## config.mk

```make
export PLATFORM = sky130hd
export DESIGN_NAME = pidpr_queue
export DESIGN_NICKNAME = d
export VERILOG_FILES = /design/src/pidpr_pkg.sv /design/src/pidpr_queue.sv
export VERILOG_INCLUDE_DIRS = /design/src /design/src/src
export SDC_FILE = /design/constraint.sdc
export NUM_CORES = 1
export LEC_CHECK = 0
export BUFFER_PORTS_ARGS = -buffer_cell sky130_fd_sc_hd__buf_2
export CAP_MARGIN = 20
export CORE_UTILIZATION = 47
export DETAILED_ROUTE_END_ITERATION = 7
export HOLD_SLACK_MARGIN = 0.12
export PLACE_DENSITY = 0.79
export SYNTH_ARGS = -nofsm -noshare
export SYNTH_HDL_FRONTEND = slang
export SYNTH_SLANG_ARGS = --single-unit
```

## constraint.sdc

```tcl
create_clock -name clk -period 6.2 [get_ports clk]
set_clock_uncertainty 0.1 [all_clocks]
set_input_delay 0.93 -clock clk [delete_from_list [all_inputs] [get_ports clk]]
set_output_delay 0.93 -clock clk [all_outputs]
set_load 0.01 [all_outputs]
```

## src/pid_position_regulator_macros.svh

```systemverilog
// Assertion macros shared by the PID position regulator modules.
// No dependencies; included by the files that carry assertions.
`ifndef PID_POSITION_REGULATOR_MACROS_SVH
`define PID_POSITION_REGULATOR_MACROS_SVH

// Same-cycle implication, reset disables the check
`define PIDPR_ASSERT_IMPL(label, clk, rst_n, ante, cons, msg) \
	label: assert property (@(posedge clk) disable iff (!rst_n) (ante) |-> (cons)) \
		else $error(msg);

// Next-cycle implication, reset disables the check
`define PIDPR_ASSERT_NEXT(label, clk, rst_n, ante, cons, msg) \
	label: assert property (@(posedge clk) disable iff (!rst_n) (ante) |=> (cons)) \
		else $error(msg);

`endif

```

## src/pidpr_pkg.sv

```systemverilog
// Shared constants and types of the PID position regulator.
// No dependencies; used by every module of the block.
package pidpr_pkg;

	// fixed-point format and field widths
	localparam int FRAC_BITS  = 16;
	localparam int DATA_WIDTH = 32;
	localparam int IN_W       = 32;
	localparam int ERR_W      = IN_W + 1;
	localparam int GAIN_W     = 32;
	localparam int CLIM_W     = 31;
	localparam int ILIM_W     = 47;
	localparam int INTEG_W    = 48;
	localparam int INT_SPLIT  = INTEG_W / 2;
	localparam int PROD_W     = GAIN_W + ERR_W;
	localparam int ACC_W      = GAIN_W + INTEG_W + 2;
	localparam int SHR_W      = ACC_W - FRAC_BITS;
	localparam int CFG_W      = ILIM_W;
	localparam int CFG_IDX_W  = 3;
	localparam int QDEPTH     = 2;

	// largest command magnitude the data width can carry
	localparam logic [CLIM_W-1:0] CMD_MAX =
		CLIM_W'((64'd1 << (DATA_WIDTH - 1)) - 64'd1);

	// 48-bit signed range of the integral, held one bit wider
	localparam logic signed [INTEG_W:0] INTEG_MAX = {2'b00, {(INTEG_W - 1){1'b1}}};
	localparam logic signed [INTEG_W:0] INTEG_MIN = {2'b11, {(INTEG_W - 1){1'b0}}};

	// register indexes on the configuration port
	typedef enum logic [CFG_IDX_W-1:0] {
		REG_GAIN_PROP      = 3'd0,
		REG_GAIN_INTEG     = 3'd1,
		REG_GAIN_DERIV     = 3'd2,
		REG_COMMAND_LIMIT  = 3'd3,
		REG_INTEGRAL_LIMIT = 3'd4,
		REG_LOOP_ENABLE    = 3'd5,
		REG_ADD_PREVIOUS   = 3'd6,
		REG_VARIANT        = 3'd7
	} cfg_reg_t;

	typedef struct packed {
		logic signed [GAIN_W-1:0] gain_prop;
		logic signed [GAIN_W-1:0] gain_integ;
		logic signed [GAIN_W-1:0] gain_deriv;
		logic [CLIM_W-1:0]        command_limit;
		logic [ILIM_W-1:0]        integral_limit;
		logic                     loop_enable;
		logic                     add_previous;
		logic                     variant;
	} cfg_t;

	// one classified word handed from front to back
	typedef struct packed {
		logic signed [ERR_W-1:0]   err;
		logic signed [ERR_W-1:0]   deriv;
		logic signed [INTEG_W-1:0] integ;
	} q_entry_t;

	// push side of the queue
	typedef struct packed {
		logic     push;
		q_entry_t data;
	} q_wr_t;

	// read side of the queue
	typedef struct packed {
		logic     valid;
		q_entry_t head;
	} q_rd_t;

endpackage

```

## src/pidpr_queue.sv

```systemverilog
// Short queue of classified words between front and back.
// Depends on pidpr_pkg and the assertion macro header.
`include "pid_position_regulator_macros.svh"

module pidpr_queue (
	input  logic             clk,
	input  logic             arst_n,
	input  pidpr_pkg::q_wr_t q_wr,
	output logic             full,
	input  logic             pop,
	output pidpr_pkg::q_rd_t q_rd
);

	localparam int PTR_W = $clog2(pidpr_pkg::QDEPTH);
	localparam int CNT_W = $clog2(pidpr_pkg::QDEPTH + 1);

	pidpr_pkg::q_entry_t mem_q [pidpr_pkg::QDEPTH];
	logic [PTR_W-1:0]    wr_ptr_q;
	logic [PTR_W-1:0]    rd_ptr_q;
	logic [CNT_W-1:0]    count_q;

	assign full       = (count_q == CNT_W'(pidpr_pkg::QDEPTH));
	assign q_rd.valid = (count_q != '0);
	assign q_rd.head  = mem_q[rd_ptr_q];

	// storage
	always_ff @(posedge clk) begin
		if (q_wr.push) begin
			mem_q[wr_ptr_q] <= q_wr.data;
		end
	end

	// pointers and fill count
	always_ff @(posedge clk or negedge arst_n) begin
		if (!arst_n) begin
			wr_ptr_q <= '0;
			rd_ptr_q <= '0;
			count_q  <= '0;
		end else begin
			if (q_wr.push) begin
				wr_ptr_q <= (wr_ptr_q == PTR_W'(pidpr_pkg::QDEPTH - 1)) ? '0 : wr_ptr_q + 1'b1;
			end
			if (pop) begin
				rd_ptr_q <= (rd_ptr_q == PTR_W'(pidpr_pkg::QDEPTH - 1)) ? '0 : rd_ptr_q + 1'b1;
			end
			if (q_wr.push && !pop) begin
				count_q <= count_q + 1'b1;
			end else if (pop && !q_wr.push) begin
				count_q <= count_q - 1'b1;
			end
		end
	end

	`PIDPR_ASSERT_IMPL(a_no_push_full, clk, arst_n, q_wr.push, !full, "push into full queue")
	`PIDPR_ASSERT_IMPL(a_no_pop_empty, clk, arst_n, pop, count_q != '0, "pop from empty queue")

endmodule

```

# Word level (Yosys, flattened, before mapping)
# Memories as Yosys holds them, arrays and structs flattened.
# Index checks and enable logic that the tools add are counted.
[op_classes]
addsub = 4
n_reduce_logical = 6
eq_ne = 1
n_mux = 6
[op_table]
columns = ["operator", "n"]
rows = [
  ["$mux W1", 4],
  ["$mux W2", 2],
  ["$reduce_bool A2 Y1", 2],
  ["$add A1 B1 Y1 const B", 2],
  ["$add A2 B1 Y2 const B", 1],
  ["$eq A2 B2 Y1 const B", 1],
  ["$logic_and A1 B1 Y1", 2],
  ["$logic_not A1 Y1", 2],
  ["$sub A2 B1 Y2 const B", 1],
]
[word_totals]
ram_bits = 228
n_memories = 1
wordCells = 21
output_inout_bits = 116
reg_bits = 4
input_bits = 118
[memory_table]
columns = ["memory", "depth", "width", "read_ports", "rd_clocked_by_memory_dff", "wr", "line", "rtl"]
rows = [
  ["mem_q", 2, 114, 1, 0, 1, "pidpr_queue.sv:17", "pidpr_pkg::q_entry_t mem_q [pidpr_pkg::QDEPTH];"],
]

# Logic depth before layout (Yosys ltp)
[depth]
depth_word = 4
depth_mapped = 5
ltp_nobuf = 5

# Least setup slack after synthesis
# Ideal clock, no wire load.
[synth_path]
kind = "input -> register"
startpoint = "input port q_wr[114] (netlist bit)"
endpoint = "memory mem_q[0][0] (netlist bit) (enable)"
slack_ns = -0.382
setup_time_ns = 0.602
path_buffers = 0
arrival_ns = 5.880
required_time_ns = 5.498
stages = 1
path_cell_list = "nor2b_1"
[synth_between]
elab_chain_cells = 2
[synth_rtl]
columns = ["item", "line", "rtl"]
rows = [
  ["start, declared", "pidpr_queue.sv:8", "input pidpr_pkg::q_wr_t q_wr,"],
  ["$mux W1", "pidpr_queue.sv:28", "if (q_wr.push) begin"],
  ["$mux W1 (not written as such)", "pidpr_queue.sv:29", "mem_q[wr_ptr_q] <= q_wr.data;"],
  ["end, declared", "pidpr_queue.sv:17", ""],
]
# No other way between the ends.

==> results.md <==
Status
• **run status** finished clean

Hold path
• **path type of the worst min-delay path** flip-flop to flip-flop

Pwr
• **fraction of power consumed by sequential logic** 44.7%
• **switching power total** 1.354 mW
• **clock power share** 28.7%
• **share of total power consumed by net switching** 26.94%
• **internal power component** 3.673 mW
• **ratio of total power to cell area** 464.1 mW/mm^2
• **share of power burned in combinational logic** 26.5%
• **cell leakage power** 4.237 nW
• **Peak VDD IR** 0.4156 mV
• **sum of internal, switching and leakage power** 5.028 mW

GRT
• **overall overflow remaining after global route** 0
• **overall track demand over capacity in global routing** 15.48%
• **maximum number of pins on one net before global-route repair** 63
• **number of antenna violations at the first check in global routing** 1
• **vias in the first global route** 4414
• **first-pass GRT wire length** 22250 um

Setup path
• **sort of element at the end of the critical path** output port
• **Startpoint Class** flip-flop
• **highest-delay cell along the critical path** sky130_fd_sc_hd__dfrtp_4
• **cell class contributing the biggest share of worst-path delay** flip-flops
• **startpoint-to-endpoint class of the critical path** flip-flop to output port
• **critical path data required time** 5.17 ns
• **cell chain of the critical path** buf_4, mux2_2, buf_2
• **Arrival @ worst endpoint** 2.85 ns
• **Buf+Inv Stages, Crit Path** 2
• **largest driver fanout on the critical path** 62
• **Critical Path Max Stage Delay** 1.03 ns

Yosys
• **Synth Warn #** 0
• **area share of the largest cell type after synthesis** 79.47%
• **count of distinct cell types in the synthesized netlist** 14
• **dominant register cell in the synthesized netlist** sky130_fd_sc_hd__edfxtp_1
• **Area contributors post-synth** sky130_fd_sc_hd__edfxtp_1 79%, sky130_fd_sc_hd__mux2_4 8.7%, sky130_fd_sc_hd__mux2_2 8.4%
• **most frequent cell after synthesis** sky130_fd_sc_hd__edfxtp_1
• **per-instance average area after synthesis** 23.22 um^2
• **biggest area consumer among synthesized cells** sky130_fd_sc_hd__edfxtp_1
• **Seq cells post-synth** 232
• **sequential element share of the synthesized area** 80.63%
• **commonest cells in the netlist** 228 x sky130_fd_sc_hd__edfxtp_1, 64 x sky130_fd_sc_hd__mux2_2, 50 x sky130_fd_sc_hd__mux2_4, 7 x sky130_fd_sc_hd__buf_6, 6 x sky130_fd_sc_hd__buf_2
• **syn nets** 490
• **FFs w/ async S/R, synth** 1.724%
• **Post-Synthesis Cell Area** 0.008616 mm^2
• **post-synthesis cell count** 371
• **Post-synth EDFFs** 228

Routing
• **vias per std cell** 4.902
• **via total after detailed routing** 4265
• **final routed wirelength across all metal layers** 15290 um
• **violation count after the first detailed-routing iteration** 181
• **Avg WL per Cell** 17.58 um
• **number of design rule violations left after detail routing** 0
• **Post-DRT Antenna Nets** 0
• **drt first pass iters** 4

CTS
• **post-cts repair resize count** 0
• **Clock Path Buffers** 3
• **number of buffers inserted during clock tree synthesis** 24
• **CTS root buffer** sky130_fd_sc_hd__clkbuf_16
• **clk sink count** 232
• **Setup Fix Bufs, Post-CTS** 0
• **H-Tree Level Count** 1
• **register clock-pin slew on the reported worst setup and hold paths** 0.06 ns
• **clock tree from TritonCTS** done
• **clock insertion delay at the later pin of the skew report** 0.49 ns

Timing
• **RSZ-0062 raised after global routing** false
• **worst max-slew margin expressed relative to the limit** 37.97%
• **maximum operating frequency** 257.6 MHz
• **minimum setup slack in the final design** 2.319 ns
• **Tcrit/Tclk final** 62.60%
• **worst-margin pin slew** 0.9305 ns
• **accumulated negative setup slack** 0 ns
• **pins over their slew limit** 0
• **Min Clock Period, post-route** 3.881 ns
• **final worst hold slack** 0.3852 ns
• **number of hold violations in the final report** 0
• **Final Setup Violations** 0

Place
• **number of buffers inserted by port buffering** 233
• **Post-DP HPWL** 10260 um
• **Post-Place Worst Slack** 2.822 ns
• **total cell area at the placement stage** 0.01001 mm^2
• **placed cells** 825
• **RePlAce Congestion** 0.7264

Floorplan
• **die boundary height** 137.4 um
• **width of the die** 137.4 um
• **I/O pin count** 234
• **floorplan core area** 0.01796 mm^2
• **standard-cell rows** 49
• **Starting Density** 47.96%
• **Die Footprint** 0.01888 mm^2

Final layout
• **sequential cell area in the final layout** 0.006950 mm^2
• **total area of multi-input combinational cells** 0.001567 mm^2
• **count of nets after finishing** 742
• **layout overhead on the synthesized area** 25.75%
• **share of the core filled with cells in the final layout** 60.31%
• **# fillers** 1295
• **post-route insts no fill** 870
• **final instance area** 0.01083 mm^2
• **fraction of layout cells with a size suffix above 1** 61.09%

Flow run
• **number of max-cap violations** 0

worst paths after layout:
kind / start / endpoint / slack (ns) / depth (start not counted)
worst max-delay path: rd_ptr_q$_DFFE_PN0P_ / q_rd[109] / 2.32 / 3
worst min-delay path: count_q[1]$_DFFE_PN0P_ / count_q[1]$_DFFE_PN0P_ / 0.39 / 1
worst max register to register: wr_ptr_q$_DFFE_PN0P_ / mem_q[1][48]$_DFFE_PP_ / 3.81 / 2
worst min register to register: count_q[1]$_DFFE_PN0P_ / count_q[1]$_DFFE_PN0P_ / 0.39 / 1
max in group asynchronous: arst_n / rd_ptr_q$_DFFE_PN0P_ / 5.19 / 2
min in group asynchronous: arst_n / wr_ptr_q$_DFFE_PN0P_ / 0.67 / 2
cell families (layout without fill, tap and decap cells):
kind of cell  count (synthesis)  in the layout  share of synthesized area, %
flops                       232            232                         80.63
fa+ha+maj                     1              1                        0.1452
xor+xnor                      5              5                        0.5083
simple gates                  5              5                        0.3340
mux                         114            114                         17.08
buf+inv                      14            283                         1.307
other cells                   0              1                             0
routing by layer:
layer	wire length [um]	vias up	share of wire (%)	GRT usage [%]
met5	0	-	0	0
met4	258	0	1.7	4.518
met3	1305	25	8.5	4.636
met2	7925	170	52	27.30
met1	5804	2091	38	18.15
li1	-	1979	-	-
flip-flops by register name, indices dropped and copies added, names as in the netlist:
signal and cells:
count_q 2, mem_q 228, rd_ptr_q 1, wr_ptr_q 1
layout make-up:
| cell class | instances | share of cell area, % |
|---|---|---|
| Tap cell | 229 | 2.645 |
| Inverter | 1 | 0.03465 |
| Clock inverter | 15 | 1.605 |
| Antenna cell | 1 | 0.02310 |
| Sequential cell | 232 | 64.15 |
| Timing Repair Buffer | 239 | 11.20 |
| Multi-Input combinational cell | 125 | 14.46 |
| Clock buffer | 28 | 5.878 |
timing repair:
item	4_1_cts	5_1_grt
hold buffers	1	0
setup endpoints to repair	0	0
endpoints found under the hold margin	4	0
power groups by stage:
stage | Combinational, mW | Sequential, mW | Clock, mW
5_1_grt | 1.44 | 2.28 | 1.53
3_3_place_gp | 1.33 | 2.26 | 0
3_5_place_dp | 1.36 | 2.29 | 0
4_1_cts | 1.36 | 2.26 | 1.48
6_report | 1.33 | 2.25 | 1.44
2_1_floorplan | 0.997 | 2.20 | 0
placed cells by master, fill, tap and decap left out:
cell type                       instances
sky130_fd_sc_hd__clkinv_1               5
sky130_fd_sc_hd__clkbuf_1               3
sky130_fd_sc_hd__dfrtp_1                3
sky130_fd_sc_hd__xnor2_1                1
sky130_fd_sc_hd__nor2b_1                1
sky130_fd_sc_hd__buf_2                233
sky130_fd_sc_hd__bufinv_16              4
sky130_fd_sc_hd__edfxtp_1             228
sky130_fd_sc_hd__dlygate4sd3_1          1
sky130_fd_sc_hd__and2_4                 1
sky130_fd_sc_hd__xor2_1                 4
sky130_fd_sc_hd__mux2_4                50
sky130_fd_sc_hd__buf_4                  5
sky130_fd_sc_hd__diode_2                1
sky130_fd_sc_hd__clkinv_2               4
sky130_fd_sc_hd__nor2_1                 1
sky130_fd_sc_hd__clkinvlp_4             2
sky130_fd_sc_hd__clkbuf_16             25
sky130_fd_sc_hd__dfrtp_4                1
sky130_fd_sc_hd__nor2b_4                1
sky130_fd_sc_hd__inv_1                  1
sky130_fd_sc_hd__ha_1                   1
sky130_fd_sc_hd__or2_2                  1
sky130_fd_sc_hd__mux2_2                64
Note: power is estimated with default switching activity, not from simulation.
