===== config.mk =====
export PLATFORM = sky130hd
export DESIGN_NAME = pidpr_back
export DESIGN_NICKNAME = d
export VERILOG_FILES = /design/src/pidpr_pkg.sv /design/src/pidpr_back.sv
export VERILOG_INCLUDE_DIRS = /design/src /design/src/src
export SDC_FILE = /design/constraint.sdc
export NUM_CORES = 2
export LEC_CHECK = 0
export ABC_CLOCK_PERIOD_IN_PS = 27300
export BUFFER_PORTS_ARGS = -buffer_cell sky130_fd_sc_hd__buf_2
export CAP_MARGIN = 20
export CORE_MARGIN = 1.5
export CORE_UTILIZATION = 40
export CTS_BUF_LIST = sky130_fd_sc_hd__clkbuf_16
export CTS_CLUSTER_SIZE = 24
export DETAILED_ROUTE_END_ITERATION = 8
export PLACE_DENSITY = 0.68
export SETUP_SLACK_MARGIN = 0.02
export SLEW_MARGIN = 0
export SYNTH_ARGS = -nofsm -noshare
export SYNTH_HDL_FRONTEND = slang
export SYNTH_SLANG_ARGS = --single-unit

===== constraint.sdc =====
create_clock -name clk -period 27.3 [get_ports clk]
set_input_delay 1.365 -clock clk [delete_from_list [all_inputs] [get_ports clk]]
set_output_delay 1.365 -clock clk [all_outputs]
set_load 0.1 [all_outputs]

===== src/pid_position_regulator_macros.svh =====
// Assertion macros shared by the PID position regulator modules.
// No dependencies; included by the files that carry assertions.
`ifndef PID_POSITION_REGULATOR_MACROS_SVH
`define PID_POSITION_REGULATOR_MACROS_SVH

// Same-cycle implication, reset disables the check
`define PIDPR_ASSERT_IMPL(label, clk, rst_n, ante, cons, msg) \
	label: assert property (@(posedge clk) disable iff (!rst_n) (ante) |-> (cons)) \
		else $error(msg);

// Next-cycle implication, reset disables the check
`define PIDPR_ASSERT_NEXT(label, clk, rst_n, ante, cons, msg) \
	label: assert property (@(posedge clk) disable iff (!rst_n) (ante) |=> (cons)) \
		else $error(msg);

`endif


===== src/pidpr_pkg.sv =====
// Shared constants and types of the PID position regulator.
// No dependencies; used by every module of the block.
package pidpr_pkg;

	// fixed-point format and field widths
	localparam int FRAC_BITS  = 16;
	localparam int DATA_WIDTH = 32;
	localparam int IN_W       = 32;
	localparam int ERR_W      = IN_W + 1;
	localparam int GAIN_W     = 32;
	localparam int CLIM_W     = 31;
	localparam int ILIM_W     = 47;
	localparam int INTEG_W    = 48;
	localparam int INT_SPLIT  = INTEG_W / 2;
	localparam int PROD_W     = GAIN_W + ERR_W;
	localparam int ACC_W      = GAIN_W + INTEG_W + 2;
	localparam int SHR_W      = ACC_W - FRAC_BITS;
	localparam int CFG_W      = ILIM_W;
	localparam int CFG_IDX_W  = 3;
	localparam int QDEPTH     = 2;

	// largest command magnitude the data width can carry
	localparam logic [CLIM_W-1:0] CMD_MAX =
		CLIM_W'((64'd1 << (DATA_WIDTH - 1)) - 64'd1);

	// 48-bit signed range of the integral, held one bit wider
	localparam logic signed [INTEG_W:0] INTEG_MAX = {2'b00, {(INTEG_W - 1){1'b1}}};
	localparam logic signed [INTEG_W:0] INTEG_MIN = {2'b11, {(INTEG_W - 1){1'b0}}};

	// register indexes on the configuration port
	typedef enum logic [CFG_IDX_W-1:0] {
		REG_GAIN_PROP      = 3'd0,
		REG_GAIN_INTEG     = 3'd1,
		REG_GAIN_DERIV     = 3'd2,
		REG_COMMAND_LIMIT  = 3'd3,
		REG_INTEGRAL_LIMIT = 3'd4,
		REG_LOOP_ENABLE    = 3'd5,
		REG_ADD_PREVIOUS   = 3'd6,
		REG_VARIANT        = 3'd7
	} cfg_reg_t;

	typedef struct packed {
		logic signed [GAIN_W-1:0] gain_prop;
		logic signed [GAIN_W-1:0] gain_integ;
		logic signed [GAIN_W-1:0] gain_deriv;
		logic [CLIM_W-1:0]        command_limit;
		logic [ILIM_W-1:0]        integral_limit;
		logic                     loop_enable;
		logic                     add_previous;
		logic                     variant;
	} cfg_t;

	// one classified word handed from front to back
	typedef struct packed {
		logic signed [ERR_W-1:0]   err;
		logic signed [ERR_W-1:0]   deriv;
		logic signed [INTEG_W-1:0] integ;
	} q_entry_t;

	// push side of the queue
	typedef struct packed {
		logic     push;
		q_entry_t data;
	} q_wr_t;

	// read side of the queue
	typedef struct packed {
		logic     valid;
		q_entry_t head;
	} q_rd_t;

endpackage


===== src/pidpr_back.sv =====
// Back end: gain products over a shared multiplier, sum, shift and clamp.
// Depends on pidpr_pkg and the assertion macro header; drains pidpr_queue.
`include "pid_position_regulator_macros.svh"

module pidpr_back (
	input  logic                              clk,
	input  logic                              arst_n,
	input  pidpr_pkg::cfg_t                   cfg,
	input  pidpr_pkg::q_rd_t                  q_rd,
	output logic                              q_pop,
	output logic                              out_valid,
	input  logic                              out_stall,
	output logic signed [pidpr_pkg::IN_W-1:0] command
);

	// which partial product the multiplier forms this cycle
	typedef enum logic [3:0] {
		STEP_PROP  = 4'b0001,
		STEP_DERIV = 4'b0010,
		STEP_ILO   = 4'b0100,
		STEP_IHI   = 4'b1000
	} step_t;

	localparam int HI_W = pidpr_pkg::INTEG_W - pidpr_pkg::INT_SPLIT;

	step_t                                  step_q;
	step_t                                  prod_step_s1;
	logic                                   prod_vld_s1;
	logic signed [pidpr_pkg::PROD_W-1:0]    prod_s1;
	logic signed [pidpr_pkg::ACC_W-1:0]     acc_q;
	logic signed [pidpr_pkg::IN_W-1:0]      prev_cmd_q;
	logic                                   out_valid_q;
	logic signed [pidpr_pkg::IN_W-1:0]      command_q;

	logic                                   fin;
	logic                                   adv;
	logic                                   issue;
	logic                                   out_load;
	logic signed [pidpr_pkg::GAIN_W-1:0]    mul_a;
	logic signed [pidpr_pkg::ERR_W-1:0]     mul_b;
	logic signed [pidpr_pkg::PROD_W-1:0]    prod_next;
	logic [HI_W-1:0]                        integ_hi;
	logic signed [pidpr_pkg::ACC_W-1:0]     p_ext;
	logic signed [pidpr_pkg::ACC_W-1:0]     p_aln;
	logic signed [pidpr_pkg::ACC_W-1:0]     prev_term;
	logic signed [pidpr_pkg::ACC_W-1:0]     sum;
	logic signed [pidpr_pkg::SHR_W-1:0]     shr;
	logic [pidpr_pkg::CLIM_W-1:0]           lim;
	logic signed [pidpr_pkg::SHR_W-1:0]     lim_pos;
	logic signed [pidpr_pkg::SHR_W-1:0]     lim_neg;
	logic signed [pidpr_pkg::SHR_W-1:0]     clamped;
	logic signed [pidpr_pkg::IN_W-1:0]      cmd_next;

	// flow control: a final word held by a stalled output freezes the back
	assign fin      = prod_vld_s1 && (prod_step_s1 == STEP_IHI);
	assign adv      = !(fin && out_valid_q && out_stall);
	assign issue    = adv && q_rd.valid;
	assign q_pop    = issue && (step_q == STEP_IHI);
	assign out_load = adv && fin;

	// operand select for the shared multiplier
	assign integ_hi = q_rd.head.integ[pidpr_pkg::INTEG_W-1:pidpr_pkg::INT_SPLIT];
	always_comb begin
		unique case (step_q)
			STEP_PROP: begin
				mul_a = cfg.gain_prop;
				mul_b = q_rd.head.err;
			end
			STEP_DERIV: begin
				mul_a = cfg.gain_deriv;
				mul_b = q_rd.head.deriv;
			end
			STEP_ILO: begin
				mul_a = cfg.gain_integ;
				mul_b = $signed({{(pidpr_pkg::ERR_W - pidpr_pkg::INT_SPLIT){1'b0}},
					q_rd.head.integ[pidpr_pkg::INT_SPLIT-1:0]});
			end
			STEP_IHI: begin
				mul_a = cfg.gain_integ;
				mul_b = $signed({{(pidpr_pkg::ERR_W - HI_W){integ_hi[HI_W-1]}}, integ_hi});
			end
			default: begin
				mul_a = '0;
				mul_b = '0;
			end
		endcase
	end

	assign prod_next = mul_a * mul_b;

	// align the registered product; upper integral half sits INT_SPLIT up
	always_comb begin
		p_ext = $signed({{(pidpr_pkg::ACC_W - pidpr_pkg::PROD_W){prod_s1[pidpr_pkg::PROD_W-1]}},
			prod_s1});
		p_aln = (prod_step_s1 == STEP_IHI) ? (p_ext <<< pidpr_pkg::INT_SPLIT) : p_ext;
	end

	// final sum, floor shift and clamp
	always_comb begin
		if (!cfg.variant && cfg.add_previous) begin
			prev_term = $signed({{(pidpr_pkg::ACC_W - pidpr_pkg::IN_W){prev_cmd_q[pidpr_pkg::IN_W-1]}},
				prev_cmd_q}) <<< pidpr_pkg::FRAC_BITS;
		end else begin
			prev_term = '0;
		end
		sum     = acc_q + p_aln + prev_term;
		shr     = sum[pidpr_pkg::ACC_W-1:pidpr_pkg::FRAC_BITS];
		lim     = (cfg.command_limit < pidpr_pkg::CMD_MAX) ? cfg.command_limit
			: pidpr_pkg::CMD_MAX;
		lim_pos = $signed({{(pidpr_pkg::SHR_W - pidpr_pkg::CLIM_W){1'b0}}, lim});
		lim_neg = -lim_pos;
		if (shr > lim_pos) begin
			clamped = lim_pos;
		end else if (shr < lim_neg) begin
			clamped = lim_neg;
		end else begin
			clamped = shr;
		end
		cmd_next = cfg.loop_enable ? clamped[pidpr_pkg::IN_W-1:0] : '0;
	end

	// sequencer, product tag, previous command and output flag
	always_ff @(posedge clk or negedge arst_n) begin
		if (!arst_n) begin
			step_q       <= STEP_PROP;
			prod_vld_s1  <= 1'b0;
			prod_step_s1 <= STEP_PROP;
			prev_cmd_q   <= '0;
			out_valid_q  <= 1'b0;
		end else begin
			if (issue) begin
				unique case (step_q)
					STEP_PROP:  step_q <= STEP_DERIV;
					STEP_DERIV: step_q <= STEP_ILO;
					STEP_ILO:   step_q <= STEP_IHI;
					STEP_IHI:   step_q <= STEP_PROP;
					default:    step_q <= STEP_PROP;
				endcase
			end
			if (adv) begin
				prod_vld_s1  <= issue;
				prod_step_s1 <= step_q;
			end
			if (out_load) begin
				prev_cmd_q  <= cmd_next;
				out_valid_q <= 1'b1;
			end else if (!out_stall) begin
				out_valid_q <= 1'b0;
			end
		end
	end

	// datapath registers
	always_ff @(posedge clk) begin
		if (adv) begin
			prod_s1 <= prod_next;
		end
		if (adv && prod_vld_s1) begin
			if (prod_step_s1 == STEP_PROP) begin
				acc_q <= p_aln;
			end else if (prod_step_s1 != STEP_IHI) begin
				acc_q <= acc_q + p_aln;
			end
		end
		if (out_load) begin
			command_q <= cmd_next;
		end
	end

	assign out_valid = out_valid_q;
	assign command   = command_q;

	`PIDPR_ASSERT_IMPL(a_no_overwrite, clk, arst_n, out_load, !(out_valid_q && out_stall), "output word overwritten while stalled")
	`PIDPR_ASSERT_NEXT(a_pop_to_final, clk, arst_n, q_pop, prod_vld_s1 && (prod_step_s1 == STEP_IHI), "popped word did not reach the final product")

endmodule

# Word level (Yosys, flattened, before mapping)
# Index checks and enable logic that the tools add are counted.
[classes]
addsub = 3
n_mul = 1
order_cmp = 3
n_eq_ne = 8
n_mux = 13
reduce_logical = 13
[ops]
columns = ["operator", "count"]
rows = [
  ["$mux 82", 4],
  ["$add 82x82->82", 2],
  ["$pmux 33 s4", 1],
  ["$mux 32", 3],
  ["$pmux 32 s3", 1],
  ["$gt 66x32->1", 1],
  ["$lt 66x66->1", 1],
  ["$neg 31->66", 1],
  ["$mul 32x33->65", 1],
  ["$lt 31x31->1 const B", 1],
  ["$mux 31", 1],
  ["$pmux 4 s3", 1],
  ["$eq 4x1->1 const B", 2],
  ["$eq 4x4->1 const B", 2],
  ["$logic_and 1x1->1", 8],
  ["$eq 4x2->1 const B", 1],
  ["$eq 4x3->1 const B", 1],
  ["$ne 4x4->1 const B", 1],
  ["$logic_not 1->1", 2],
  ["$mux 1", 2],
  ["$ne 2x1->1 const B", 1],
  ["$reduce_and 2->1", 1],
  ["$reduce_bool 2->1", 1],
  ["$reduce_or 2->1", 1],
]
[totals]
regBits = 221

# Longest topological paths before layout
[logic_depth]
depth_word = 8
depth_mapped = 57
mapped_depth_nobuf = 52

# Least setup slack after synthesis
# OpenSTA, ideal clock, no wires.
[synth_path]
path_kind = "register -> register"
start = "register prod_step_s1[1]"
end = "register command_q (netlist bit command[0]), data pin"
setup_time_ps = 256
t_arrival_ps = 10497
required_ps = 27044
slack_ps = 16547
stages_incl_launch_ff = 50
cell_sequence = "dfrtp_1 > nor4b_1 > clkbuf_1 > clkbuf_1 > clkbuf_1 > nor2b_1 > ha_1 > fa_1 > a21o_1 > a221oi_1 > o21ai_0 > a32oi_1 > a21oi_1 > a21o_1 > a21o_1 > a21o_1 > a21o_1 > a21o_1 > (+14 left out) > o21ai_0 > xnor2_1 > ha_1 > nand4_1 > or3_1 > nor2_1 > nand4_1 > nor3_1 > a21oi_1 > nor3b_1 > o31a_1 > o211ai_2 > and2_1 > buf_4 > buf_4 > a21oi_1 > mux2i_1 > nor2_1"
[synth_via]
elab_chain_cells = 8
elab_cells_between_ends = 9
[synth_lines]
columns = ["item", "line", "source"]
rows = [
  ["start, declared", "pidpr_back.sv:27", "step_t prod_step_s1;"],
  ["start signal, assigned", "pidpr_back.sv:142", "prod_step_s1 <= step_q;"],
  ["$eq 4x4->1 *", "pidpr_back.sv:95", "p_aln = (prod_step_s1 == STEP_IHI) ? (p_ext <<< pidpr_pkg::INT_SPLIT) : p_ext;"],
  ["$mux 82 *", "pidpr_back.sv:95", ""],
  ["$add 82x82->82 * (2 in a row)", "pidpr_back.sv:106", "sum = acc_q + p_aln + prev_term;"],
  ["$lt 66x66->1", "pidpr_back.sv:114", "end else if (shr < lim_neg) begin"],
  ["$mux 32", "pidpr_back.sv:114", ""],
  ["$mux 32 *", "pidpr_back.sv:112", "if (shr > lim_pos) begin"],
  ["$mux 32 *", "pidpr_back.sv:119", "cmd_next = cfg.loop_enable ? clamped[pidpr_pkg::IN_W-1:0] : '0;"],
  ["net cmd_next (one bit)", "pidpr_back.sv:52", "logic signed [pidpr_pkg::IN_W-1:0] cmd_next;"],
  ["end signal, assigned", "pidpr_back.sv:166", "command_q <= cmd_next;"],
  ["end, declared", "pidpr_back.sv:33", "logic signed [pidpr_pkg::IN_W-1:0] command_q;"],
]
# Mark *: on every way through the listed nets, which the timed path passes. The rest lies on a longest branch.
# A chain may end at the register's enable or synchronous reset.

# Final worst setup path
[layout_path]
start = "register prod_step_s1[1]"
end = "register command_q (netlist bit command[4]), data pin"
# The elaborated chain is that of the path after synthesis.

==> results.json <==
{
  "grt_max_degree": 88,
  "crit_path_top_delay_cell": "buf_4",
  "timing.hold.ws_ns": 0.499,
  "synth-seq-cells": 221,
  "num_vias": 47900,
  "tightest_slew_ns": 1.36,
  "drt_iter0_markers": 4282,
  "cts-root-buf": "clkbuf_16",
  "synth_warnings": 0,
  "path_class": "register to register",
  "r2r_start": "prod_step_s1[1]$_DFFE_PN0N_",
  "cp_data_arrival_time_ns": 12.95,
  "vias_per_cell": 5.58,
  "cpLargestDelayFamily": "compound AO/OA/AOI/OAI gates",
  "synth_top_flop_cell": "edfxtp_1",
  "post_drt_wl_per_cell_um": 22.2,
  "drt_pre_antenna_iters": 8,
  "skew_ns": 0.0317,
  "fp.dieW_um": 384,
  "grt_pass1_wl_um": 291000,
  "tns_ns": 0,
  "synth_area_um2": 58100,
  "grt_remaining_overflow": 0,
  "ff2ff_path_depth": 45,
  "cts.repair.resized": 0,
  "rsz0062_at_grt": "false",
  "crit_path_max_fanout": 87,
  "setup_violations": 0,
  "drive_above_1_share_pct": 8.49,
  "initial_core_util_pct": 40.4,
  "endpoint": "command[4]$_DFFE_PP_",
  "fillCellCount": 14000,
  "dp_hpwl_um": 148000,
  "reg2reg_slack_ns": 14.63,
  "critPathMaxStageDelay_ns": 0.84,
  "ys_types": 88,
  "drtAntennaViolNets": 0,
  "synth_seq_area_share_pct": 11.1,
  "maxSlewViolCount": 0,
  "cap_viol_max_count": 0,
  "hold_viol": 0,
  "dieArea_um2": 147000,
  "post-route-period-util_pct": 46.4,
  "clkSlewWorstSetupHoldPaths_ns": 0.07,
  "postCtsSetupBuffers": 0,
  "synth_top_area_cell": "fa_1",
  "outcome": "complete, but fails checks",
  "crit_top_cell": "a21o_1",
  "placementRows": 139,
  "dieHeight_um": 384,
  "violations": "DRC",
  "max-clock-path-buffers": 3,
  "synth_edf_count": 179,
  "synthCells": 6556,
  "fmax_ghz": 0.0789,
  "cts_htree_levels": 1,
  "min_period_ns": 12.67,
  "drc_errors": 36,
  "critPathLaunchType": "register",
  "cts_buffers": 24,
  "syn_area_per_cell_um2": 8.86,
  "place_congestion": 1.02,
  "area_growth_pct": 7.55,
  "io_buffers": 281,
  "antenna_found_initial": 8,
  "syn_nets": 8389,
  "slew-limit-headroom_pct": 9.10,
  "cts_tree": "built",
  "worst_setup_path_end_kind": "register",
  "startpoint": "prod_step_s1[1]$_DFFE_PN0N_",
  "hold_buffers": 0,
  "routed_wl_um": 190000,
  "io_pins": 329,
  "synthArstFlopShare_pct": 19.0,
  "core_um2": 144000,
  "crit_required_ns": 27.58,
  "multiInputGateArea_um2": 46100,
  "nNetsFinal": 8493,
  "yosys.area.top_type_share_pct": 38.4,
  "cp.depth": 45,
  "min_path_type": "register to register",
  "grt_pass1_vias": 49200,
  "r2r-end": "command[4]$_DFFE_PP_",
  "clock_latency_ns": 0.57,
  "yosys-top-cells-area": "fa_1, edfxtp_1, ha_1",
  "grt_use_total_pct": 25.8,
  "cts_sinks": 221,
  "seq_area_um2": 6430,
  "crit_buf_inv": 2
}
==> cell families after synthesis <==
kind of cell | Yosys count | share of synthesized area [%]
compound gates | 941 | 10.9
fa+ha+maj | 1538 | 47.6
buf+inv | 1474 | 9.60
flops | 221 | 11.1
simple gates | 2062 | 15.6
xor+xnor | 228 | 3.51
mux | 92 | 1.77
==> final cells by class <==
| type | count | share of cell area [%] |
|---|---|---|
| inverter | 1163 | 6.99 |
| tap | 1903 | 3.81 |
| sequential | 221 | 10.3 |
| multi-input combinational | 4861 | 73.9 |
| clock buffer | 26 | 1.04 |
| antenna | 6 | 0.0240 |
| clock inverter | 18 | 0.317 |
| timing repair buffer | 389 | 3.61 |
==> layout by cell type (no fill, tap or decap), types with 26 or more instances in the layout <==
cell type  count
o21bai_1      47
ha_1         424
xnor2_1      162
nor2b_1       55
and2_1       100
o21ai_1       27
xor2_1        63
and3_1        52
nand2_1     1023
nor2_1       504
fa_1        1114
clkbuf_16     26
o21ai_0      123
buf_2        281
nor4_1        38
nand2b_1      42
a32o_1        29
a21oi_1      240
a22oi_1       77
a21o_1       180
mux2_2        86
edfxtp_1     179
nand4_1       48
dfrtp_1       40
nand3_1       51
buf_4        105
inv_1       1164
nor3_1        63
==> metal layers <==
| metal | GRT usage (%) | part of all wire (%) | up-vias |
|---|---|---|---|
| met5 | 0 | 0.016 | - |
| met4 | 12.2 | 5.5 | 4 |
| met3 | 6.89 | 12 | 512 |
| met2 | 40.0 | 44 | 2731 |
| met1 | 33.6 | 39 | 23600 |
| li1 | - | - | 21000 |
==> per-stage QoR <==
stage	cell area (µm²)	setup slack [ns]	utilization (%)	cells
5_1_grt	62400	13.69	43.4	8584
4_1_cts	62400	14.69	43.4	8578
6_report	62400	14.63	43.4	8587
2_1_floorplan	58100	16.55	-	6556
3_5_place_dp	61500	14.77	42.8	8534
3_3_place_gp	61500	14.80	42.8	8534
==> state kept, by name, indices dropped and copies added, names as in the netlist <==
| signal | cells |
|---|---|
| acc_q | 82 |
| prod_s1 | 65 |
| command | 32 |
| prev_cmd_q | 32 |
| prod_step_s1 | 4 |
| step_q | 4 |
| out_valid | 1 |
| prod_vld_s1 | 1 |
==> how the worst min path moves through the flow <==
stage / from / endpoint / slack, ns / cells past startpoint
2_1_floorplan: prev_cmd_q[28]$_DFFE_PN0P_ / prev_cmd_q[28]$_DFFE_PN0P_ / 0.44 / 2
3_3_place_gp: prev_cmd_q[30]$_DFFE_PN0P_ / prev_cmd_q[30]$_DFFE_PN0P_ / 0.46 / 2
3_5_place_dp: prev_cmd_q[30]$_DFFE_PN0P_ / prev_cmd_q[30]$_DFFE_PN0P_ / 0.48 / 2
4_1_cts: prev_cmd_q[30]$_DFFE_PN0P_ / prev_cmd_q[30]$_DFFE_PN0P_ / 0.49 / 2
5_1_grt: prev_cmd_q[3]$_DFFE_PN0P_ / prev_cmd_q[3]$_DFFE_PN0P_ / 0.51 / 1
6_report: prev_cmd_q[19]$_DFFE_PN0P_ / prev_cmd_q[19]$_DFFE_PN0P_ / 0.50 / 1
==> cells in the mapped netlist, types with 18 or more instances <==
cell	count
o21ai_0	123
nand3_1	51
xor2_1	63
o21a_1	24
nand2b_1	42
and3_1	52
nor3_1	63
nor2b_1	56
a221oi_1	18
xnor2_1	162
dfrtp_1	40
nand4_1	48
a22oi_1	77
inv_1	1162
a32o_1	29
a31oi_1	23
mux2_2	86
a211oi_1	20
a21oi_1	240
ha_1	424
edfxtp_1	179
o21ai_1	27
a21o_1	180
nor2_1	504
nor4_1	38
clkbuf_1	284
and2_1	101
nand2_1	1029
fa_1	1114
o21bai_1	47
==> worst register-to-register path, delay by kind of cell, from the launching register on <==
| family | cells | cell delay [ns] |
|---|---|---|
| adder cells (fa/ha/maj) | 4 | 1.47 |
| buffers and inverters | 2 | 1.35 |
| XOR/XNOR | 2 | 0.52 |
| AO/OA/AOI/OAI | 24 | 6.13 |
| AND/OR/NAND/NOR | 13 | 2.58 |
| flip-flops | 1 | 0.41 |
Power is left out: the tool's default activity adds up to more than one toggle a clock period on the data nets, which glitch-free logic cannot reach.
